`src/design/sha1_pkg.sv`:
```
// ---------------------------------------------------------------------------
// sha1_pkg
// Shared commands, constants and round functions of the SHA-1 digest block.
// ---------------------------------------------------------------------------
package sha1_pkg;

    typedef enum logic [1:0] {
        CMD_ABSORB  = 2'd0,
        CMD_FINISH  = 2'd1,
        CMD_RESTART = 2'd2,
        CMD_NONE    = 2'd3
    } cmd_t;

    localparam logic [31:0] H0 = 32'h67452301;
    localparam logic [31:0] H1 = 32'hEFCDAB89;
    localparam logic [31:0] H2 = 32'h98BADCFE;
    localparam logic [31:0] H3 = 32'h10325476;
    localparam logic [31:0] H4 = 32'hC3D2E1F0;

    localparam logic [7:0] PAD_BYTE = 8'h80;
    localparam int unsigned LEN_POS = 56;

    function automatic logic [31:0] init_word(input logic [2:0] idx);
        logic [31:0] v;
        case (idx)
            3'd0:    v = H0;
            3'd1:    v = H1;
            3'd2:    v = H2;
            3'd3:    v = H3;
            default: v = H4;
        endcase
        return v;
    endfunction

    function automatic logic [31:0] round_fk(input logic [6:0] rnd,
                                             input logic [31:0] b,
                                             input logic [31:0] c,
                                             input logic [31:0] d);
        logic [31:0] v;
        if (rnd < 7'd20)
            v = ((b & c) | (~b & d)) + 32'h5A827999;
        else if (rnd < 7'd40)
            v = (b ^ c ^ d) + 32'h6ED9EBA1;
        else if (rnd < 7'd60)
            v = ((b & c) | (b & d) | (c & d)) + 32'h8F1BBCDC;
        else
            v = (b ^ c ^ d) + 32'hCA62C1D6;
        return v;
    endfunction

endpackage

```
`src/design/sha1_ram.sv`:
```
// ---------------------------------------------------------------------------
// sha1_ram
// Generic single-port-write, single-port-read RAM with registered read.
// ---------------------------------------------------------------------------
module sha1_ram #(
    parameter int WIDTH = 8,
    parameter int DEPTH = 64
) (
    input  logic                     aclk,
    input  logic                     we,
    input  logic [$clog2(DEPTH)-1:0] waddr,
    input  logic [WIDTH-1:0]         wdata,
    input  logic [$clog2(DEPTH)-1:0] raddr,
    output logic [WIDTH-1:0]         rdata
);

    logic [WIDTH-1:0] mem [DEPTH];

    always_ff @(posedge aclk) begin
        if (we)
            mem[waddr] <= wdata;
        rdata <= mem[raddr];
    end

endmodule

```
`src/design/sha1_message_digest.sv`:
```
// ---------------------------------------------------------------------------
// sha1_message_digest
// SHA-1 over a byte stream with padding and five-word digest output.
// ---------------------------------------------------------------------------
// Bytes are absorbed one per cycle while the block is idle. The byte that
// fills a 64-byte block starts a compression: the schedule is loaded from
// the block memory one byte per read (the read is registered), then a wait
// state, 80 rounds at one per cycle, and a fold into the chaining words. A
// finish runs one or two padded compressions (the tail is read from the
// block memory byte by byte), then delivers five words, one per cycle as
// the result side takes them. A finish after a finish only re-emits. Input
// ready is low during compression and while digest words are pending.
// ---------------------------------------------------------------------------
module sha1_message_digest (
    input  logic        aclk,
    input  logic        aresetn,
    input  logic        s_valid,
    output logic        s_ready,
    input  logic [1:0]  s_cmd,
    input  logic [7:0]  s_data_byte,
    output logic        m_valid,
    input  logic        m_ready,
    output logic [31:0] m_digest_word,
    output logic [2:0]  m_word_index,
    output logic        m_last_word
);

    typedef enum logic [5:0] {
        ST_IDLE  = 6'b000001,
        ST_LOAD  = 6'b000010,
        ST_ROUND = 6'b000100,
        ST_FOLD  = 6'b001000,
        ST_EMIT  = 6'b010000,
        ST_WAIT  = 6'b100000
    } state_t;

    state_t      state_reg, state_next;
    logic [31:0] chain_reg [5];
    logic [31:0] a_reg, b_reg, c_reg, d_reg, e_reg;
    logic [5:0]  fill_reg;
    logic [63:0] bits_reg;
    logic        done_reg;
    logic        fin_reg;      // compression belongs to a finish
    logic        second_reg;   // second padded block pending
    logic        padblk_reg;   // current block is the pure length block
    logic [6:0]  cnt_reg;      // load byte / round counter
    logic [5:0]  tail_reg;     // fill count latched at finish
    logic [31:0] wacc_reg;
    logic [2:0]  widx_reg;

    logic        acc;
    logic        bw_we;
    logic [5:0]  bw_addr, br_addr;
    logic [7:0]  bw_data, br_data;
    logic        ww_we;
    logic [3:0]  ww_addr, wr_addr;
    logic [31:0] ww_data, wr_data;

    assign acc     = s_valid && s_ready;
    assign s_ready = (state_reg == ST_IDLE);
    assign m_valid = (state_reg == ST_EMIT);
    assign m_digest_word = chain_reg[widx_reg];
    assign m_word_index  = widx_reg;
    assign m_last_word   = (widx_reg == 3'd4);

    sha1_ram #(.WIDTH(8), .DEPTH(64)) u_blk (
        .aclk(aclk), .we(bw_we), .waddr(bw_addr), .wdata(bw_data),
        .raddr(br_addr), .rdata(br_data)
    );

    sha1_ram #(.WIDTH(32), .DEPTH(16)) u_sched (
        .aclk(aclk), .we(ww_we), .waddr(ww_addr), .wdata(ww_data),
        .raddr(wr_addr), .rdata(wr_data)
    );

    assign bw_we   = acc && (s_cmd == sha1_pkg::CMD_ABSORB) && !done_reg;
    assign bw_addr = fill_reg;
    assign bw_data = s_data_byte;

    // Byte of the padded message at a block position during load.
    logic [7:0] pad_byte;
    logic [5:0] pos;
    logic       pos_valid;
    assign pos       = cnt_reg[5:0] - 6'd1;
    assign pos_valid = (cnt_reg != 7'd0) && (cnt_reg <= 7'd64);
    always_comb begin
        if (!fin_reg)
            pad_byte = br_data;
        else if (pos >= 6'(sha1_pkg::LEN_POS) && (padblk_reg || tail_reg < 6'd56))
            pad_byte = bits_reg[8'(7 - (pos - 6'(sha1_pkg::LEN_POS))) * 8 +: 8];
        else if (!padblk_reg && pos < tail_reg)
            pad_byte = br_data;
        else if (!padblk_reg && pos == tail_reg)
            pad_byte = sha1_pkg::PAD_BYTE;
        else
            pad_byte = 8'h00;
    end

    // Schedule memory: slot i holds the raw block word w[i] for the first
    // 16 rounds. The expansion needs four words a round; the schedule memory
    // reads one per cycle, so a 16-word shift line of taps carries the
    // window from round 16 on.
    logic [31:0] win [16];
    logic [31:0] wnew, wi, t;
    logic [6:0]  rnd;
    assign rnd  = cnt_reg;
    assign wnew = {win[13] ^ win[8] ^ win[2] ^ win[0]} << 1 |
                  {win[13] ^ win[8] ^ win[2] ^ win[0]} >> 31;
    assign wi   = (rnd < 7'd16) ? wr_data : wnew;
    assign t    = {a_reg[26:0], a_reg[31:27]} + e_reg + wi +
                  sha1_pkg::round_fk(rnd, b_reg, c_reg, d_reg);

    assign ww_we   = (state_reg == ST_LOAD) && pos_valid && (pos[1:0] == 2'd3);
    assign ww_addr = pos[5:2];
    assign ww_data = {wacc_reg[23:0], pad_byte};
    assign br_addr = (state_reg == ST_LOAD) ? cnt_reg[5:0] : 6'd0;
    assign wr_addr = (state_reg == ST_ROUND) ? 4'(rnd + 7'd1) : 4'd0;

    always_comb begin
        state_next = state_reg;
        case (state_reg)
            ST_IDLE: begin
                if (acc) begin
                    if (s_cmd == sha1_pkg::CMD_ABSORB && !done_reg && fill_reg == 6'd63)
                        state_next = ST_LOAD;
                    else if (s_cmd == sha1_pkg::CMD_FINISH)
                        state_next = done_reg ? ST_EMIT : ST_LOAD;
                end
            end
            ST_LOAD:  if (cnt_reg == 7'd64) state_next = ST_WAIT;
            ST_WAIT:  state_next = ST_ROUND;
            ST_ROUND: if (rnd == 7'd79) state_next = ST_FOLD;
            ST_FOLD: begin
                if (second_reg)     state_next = ST_LOAD;
                else if (fin_reg)   state_next = ST_EMIT;
                else                state_next = ST_IDLE;
            end
            ST_EMIT: if (m_ready && widx_reg == 3'd4) state_next = ST_IDLE;
            default: state_next = ST_IDLE;
        endcase
    end

    always_ff @(posedge aclk) begin
        if (!aresetn) begin
            state_reg <= ST_IDLE;
            fill_reg  <= '0;
            bits_reg  <= '0;
            done_reg  <= 1'b0;
            fin_reg   <= 1'b0;
            second_reg <= 1'b0;
            padblk_reg <= 1'b0;
            cnt_reg   <= '0;
            widx_reg  <= '0;
            for (int i = 0; i < 5; i++)
                chain_reg[i] <= sha1_pkg::init_word(3'(i));
        end else begin
            state_reg <= state_next;
            case (state_reg)
                ST_IDLE: begin
                    cnt_reg  <= '0;
                    widx_reg <= '0;
                    if (acc) begin
                        case (s_cmd)
                            sha1_pkg::CMD_ABSORB: if (!done_reg) begin
                                fill_reg <= fill_reg + 6'd1;
                                bits_reg <= bits_reg + 64'd8;
                                fin_reg  <= 1'b0;
                                padblk_reg <= 1'b0;
                            end
                            sha1_pkg::CMD_FINISH: if (!done_reg) begin
                                fin_reg    <= 1'b1;
                                padblk_reg <= 1'b0;
                                tail_reg   <= fill_reg;
                                second_reg <= (fill_reg >= 6'd56);
                                done_reg   <= 1'b1;
                            end
                            sha1_pkg::CMD_RESTART: begin
                                fill_reg <= '0;
                                bits_reg <= '0;
                                done_reg <= 1'b0;
                                for (int i = 0; i < 5; i++)
                                    chain_reg[i] <= sha1_pkg::init_word(3'(i));
                            end
                            default: ;
                        endcase
                    end
                end
                ST_LOAD: begin
                    cnt_reg  <= cnt_reg + 7'd1;
                    if (pos_valid) begin
                        wacc_reg <= {wacc_reg[23:0], pad_byte};
                        if (pos[1:0] == 2'd3)
                            win[pos[5:2]] <= {wacc_reg[23:0], pad_byte};
                    end
                    a_reg <= chain_reg[0]; b_reg <= chain_reg[1];
                    c_reg <= chain_reg[2]; d_reg <= chain_reg[3];
                    e_reg <= chain_reg[4];
                end
                ST_WAIT: cnt_reg <= '0;
                ST_ROUND: begin
                    cnt_reg <= cnt_reg + 7'd1;
                    // advance the window once the expanded words start
                    if (rnd >= 7'd16) begin
                        for (int i = 0; i < 15; i++)
                            win[i] <= win[i+1];
                        win[15] <= wnew;
                    end
                    a_reg <= t; b_reg <= a_reg;
                    c_reg <= {b_reg[1:0], b_reg[31:2]};
                    d_reg <= c_reg; e_reg <= d_reg;
                end
                ST_FOLD: begin
                    cnt_reg <= '0;
                    chain_reg[0] <= chain_reg[0] + a_reg;
                    chain_reg[1] <= chain_reg[1] + b_reg;
                    chain_reg[2] <= chain_reg[2] + c_reg;
                    chain_reg[3] <= chain_reg[3] + d_reg;
                    chain_reg[4] <= chain_reg[4] + e_reg;
                    if (second_reg) begin
                        second_reg <= 1'b0;
                        padblk_reg <= 1'b1;
                    end
                    if (!fin_reg) fill_reg <= '0;
                end
                ST_EMIT: if (m_ready) widx_reg <= widx_reg + 3'd1;
                default: ;
            endcase
        end
    end

`ifndef SYNTHESIS
    a_emit_idx: assert property (@(posedge aclk) disable iff (!aresetn)
        m_valid |-> widx_reg <= 3'd4) else $error("word index out of range");
    a_no_accept_busy: assert property (@(posedge aclk) disable iff (!aresetn)
        (state_reg == ST_ROUND) |-> !s_ready) else $error("accept during rounds");
    a_emit_done: assert property (@(posedge aclk) disable iff (!aresetn)
        m_valid |-> done_reg) else $error("digest without finish");
    a_fold_after: assert property (@(posedge aclk) disable iff (!aresetn)
        (state_reg == ST_FOLD) |-> $past(state_reg == ST_ROUND && rnd == 7'd79))
        else $error("fold without full rounds");
`endif

endmodule

```
`config.mk`:
```
export PLATFORM = sky130hd
export DESIGN_NAME = sha1_message_digest
export DESIGN_NICKNAME = d
export VERILOG_FILES = /design/src/design/sha1_pkg.sv /design/src/design/sha1_ram.sv /design/src/design/sha1_message_digest.sv
export SDC_FILE = /design/constraint.sdc
export NUM_CORES = 2
export LEC_CHECK = 0
export BUFFER_PORTS_ARGS = -buffer_cell sky130_fd_sc_hd__buf_2
export CORE_MARGIN = 5
export CORE_UTILIZATION = 45
export DETAILED_ROUTE_END_ITERATION = 10
export PLACE_DENSITY = 0.68
export SYNTH_ARGS = -nofsm -noshare
export SYNTH_HDL_FRONTEND = slang
export SYNTH_SLANG_ARGS = --single-unit
export TNS_END_PERCENT = 10
```
`constraint.sdc`:
```
create_clock -name aclk -period 12.5 [get_ports aclk]
set_input_delay 3.75 -clock aclk [delete_from_list [all_inputs] [get_ports aclk]]
set_output_delay 3.75 -clock aclk [all_outputs]
set_load 0.02 [all_outputs]
```
==> results.json <==
{
  "status": "finished clean",
  "grtUsageMet1_pct": 30.6,
  "portBuffers": 51,
  "die-area_um2": 221000,
  "wl_mm": 254,
  "path_buf_inv": 2,
  "synth-edff-count": 1886,
  "synth_fp_nets": 7604,
  "cts-root-buf": "clkbuf_16",
  "die_w_um": 470,
  "timing.fmax_ghz": 0.146,
  "synth_xor_area_share_pct": 3.37,
  "grt_max_degree": 232,
  "crit_fanout": 5,
  "grt-ovfl-total": 0,
  "grt_pass1_vias": 59400,
  "ios": 52,
  "hpwl_mm": 164,
  "setup_violations": 0,
  "top_usage_layer": "met2",
  "grt_pass1_wl_mm": 379,
  "startpoint_type": "register",
  "core-area_um2": 211000,
  "synthAdderAreaFrac_pct": 4.82,
  "core.rowCount": 169,
  "area_delta_synth_final_pct": 10.5,
  "seqPwrFrac_pct": 51.5,
  "vdd_drop_max_mv": 0.143,
  "route.detailed.drc": 0,
  "clock_skew_ns": 0.0767,
  "vias_per_cell": 5.96,
  "cap_violations": 0,
  "swShare_pct": 23.5,
  "tritoncts": "built",
  "netlist_area_um2": 95400,
  "die_h_um": 470,
  "cts_resized": 0,
  "insertion_delay_ns": 0.87,
  "critPathTopFamily": "compound AO/OA/AOI/OAI gates",
  "synthMuxAreaShare_pct": 6.67,
  "cts_buffers": 204,
  "routabilityCongestion": 0.943,
  "hp-class": "reg -> reg",
  "reg_top3": "u_blk.mem: 512 flops, u_sched.mem: 512 flops, win: 512 flops",
  "power.leakage_nw": 36.8,
  "ys_types": 91,
  "wire_per_inst_um": 24.8,
  "synth-seq-cells": 2016,
  "period_share_pct": 54.7,
  "synth_top_family_by_area": "compound AO/OA/AOI/OAI gates",
  "cp-end-kind": "register",
  "cts_htree_levels": 4,
  "p_comb_share_pct": 7.4,
  "antenna_found_initial": 8,
  "synth.yosys.warnings": 0,
  "tns_ns": 0,
  "critical_path.cell_chain": "inv_1, fa_1, inv_1, ha_1, and4b_1, o221ai_1, a21oi_1, nor2_1, nor3_1, a21oi_1, nand3_1, o21ai_0, fa_1, ha_1, nand3_1, nor3b_1, a211o_1, a221oi_1, a31oi_1, a221o_1, and2_1, a41o_1, xnor2_1, o21ai_1",
  "synth_ff_type": "edfxtp_1",
  "power_density_nw_per_um2": 138,
  "hold_ws_ns": 0.502,
  "rsz0062_at_grt": "no",
  "cts_sinks": 2016,
  "cp.arrival_ns": 7.39,
  "cts_setup_buffers": 0,
  "drt_iter0_drc": 6756,
  "total_power_mw": 14.6,
  "clk_path_buf_depth": 3,
  "ys_seq_area_share_pct": 62.1,
  "cp_slowest_cell": "fa_1",
  "drive_gt1_share_pct": 10.5,
  "critPathRequiredTime_ns": 13.05,
  "fin_nets": 7568,
  "tightest_slew_ns": 1.32,
  "ant_nets": 0,
  "power_frac_clock_pct": 41.1,
  "synth-compound-area-share_pct": 11.4,
  "path_class": "reg -> reg",
  "intPower_mw": 11.1,
  "ctsHoldBuffers": 0,
  "use_met2_pct": 35.8,
  "track_usage_pct": 22.3,
  "synth_cells": 7282,
  "dr.pass1.iters": 6,
  "max_slew_margin_pct": 12.1,
  "path_clk_slew_ns": 0.06,
  "initial_core_util_pct": 45.1,
  "synth-simple-area-share_pct": 9.32,
  "hold_viol": 0,
  "async_reset_ff_share_pct": 0,
  "slew_viol_final": 0,
  "via_count": 61000,
  "synth_area_per_cell_um2": 13.1,
  "fin_crit_ns": 6.84,
  "grt_util_met3_pct": 3.74,
  "p_sw_mw": 3.43,
  "max_stage_delay_ns": 0.55
}
-- routing by layer --
metal  vias up  wire [um]
li1      27300          -
met1     30600     104000
met2      2623     120000
met3       531      19700
met4         0      10600
met5         -          0
-- synthesized netlist by cell type, types with 16 or more instances --
cell | instances | share of area, %
xor2_1 | 135 | 1.2
nor2_1 | 702 | 2.8
nand3_1 | 140 | 0.73
and2_0 | 20 | 0.13
o21a_1 | 40 | 0.31
edfxtp_1 | 1886 | 59
and3_1 | 49 | 0.32
inv_1 | 169 | 0.67
or3_1 | 57 | 0.37
or2_2 | 16 | 0.10
o22ai_1 | 81 | 0.53
and2_1 | 27 | 0.18
a21o_1 | 462 | 3.6
nand2_1 | 725 | 2.9
nor2b_1 | 32 | 0.21
mux4_2 | 197 | 4.7
nand4_1 | 30 | 0.20
mux2i_1 | 151 | 1.6
o21ai_0 | 251 | 1.3
o221ai_1 | 38 | 0.35
dfxtp_1 | 130 | 2.7
o21ai_1 | 33 | 0.17
o22a_1 | 17 | 0.16
xnor2_1 | 232 | 2.1
a21oi_1 | 317 | 1.7
o211ai_1 | 43 | 0.34
a221oi_1 | 22 | 0.20
clkbuf_1 | 309 | 1.2
ha_1 | 209 | 2.7
fa_1 | 99 | 2.1
nor3_1 | 82 | 0.43
buf_1 | 43 | 0.17
buf_2 | 37 | 0.19
a31oi_1 | 45 | 0.30
a311oi_1 | 23 | 0.21
o21bai_1 | 39 | 0.31
a211oi_1 | 98 | 0.77
nand2b_1 | 39 | 0.26
mux2_2 | 36 | 0.43
-- power by group through the flow --
stage | combinational [mW] | sequential [mW] | clock, mW
after detailed placement | 1.05 | 7.64 | 0
after global placement | 1.02 | 7.64 | 0
after floorplan | 0.744 | 7.62 | 0
after CTS | 1.06 | 7.49 | 6.08
after global routing | 1.18 | 7.50 | 6.36
final | 1.08 | 7.50 | 5.99
-- logic make-up (layout without fill, tap and decap cells) --
kind of cell / count (synthesis) / in the layout
and+or+nand+nor: 2008 / 2008
other: 0 / 2
muxes: 385 / 385
xor gates and xnor gates: 367 / 367
AOI/OAI and AO/OA: 1628 / 1628
DFF: 2016 / 2016
buffers and inverters: 570 / 706
adders and majority gates: 308 / 308
-- final timing paths --
check | from | endpoint | slack [ns] | depth (start not counted)
setup / recovery | b_reg[1]$_DFFE_PP_ | a_reg[30]$_DFFE_PP_ | 5.66 | 24
hold reg to reg | win[3][22]$_DFFE_PP_ | win[2][22]$_DFFE_PP_ | 0.50 | 1
hold / removal | win[3][22]$_DFFE_PP_ | win[2][22]$_DFFE_PP_ | 0.50 | 1
setup reg to reg | b_reg[1]$_DFFE_PP_ | a_reg[30]$_DFFE_PP_ | 5.66 | 24
-- cell type report --
cell class              instances  area (um^2)
inverters                     173          651
diodes                          2         5.00
fillers                     17900       106000
clock buffers                 262         5430
flip-flops and latches       2016        59200
multi-input cells            4696        34400
well taps                    2821         3530
repair buffers                155         1060
clock inverters               116         1130
-- cell usage in the layout, fill, tap and decap left out, types with 42 or more instances in the layout --
cell type	count
a31oi_1	45
mux4_2	197
o211ai_1	43
clkbuf_1	50
and3_1	47
xnor2_1	231
buf_4	102
dfxtp_1	125
fa_1	99
nor2_1	681
nand2_1	719
a211oi_1	97
xor2_1	134
buf_2	51
nand3_1	138
inv_1	169
mux2i_1	151
clkbuf_16	206
a21oi_1	317
or3_1	56
edfxtp_1	1886
nor3_1	82
o21ai_0	235
o22ai_1	81
clkinv_1	42
a21o_1	462
ha_1	209
-- stage by stage --
stage / area [um^2] / util, % / cells / setup WS, ns
final: 105000 / 49.8 / 10200 / 5.66
after detailed placement: 98800 / 46.7 / 9861 / 5.20
after global placement: 98800 / 46.7 / 9861 / 5.27
after CTS: 105000 / 49.8 / 10200 / 5.74
after floorplan: 95400 / - / 7282 / 0.180
after global routing: 105000 / 49.8 / 10200 / 5.35
No activity file was read; power rests on OpenSTA's default activity.
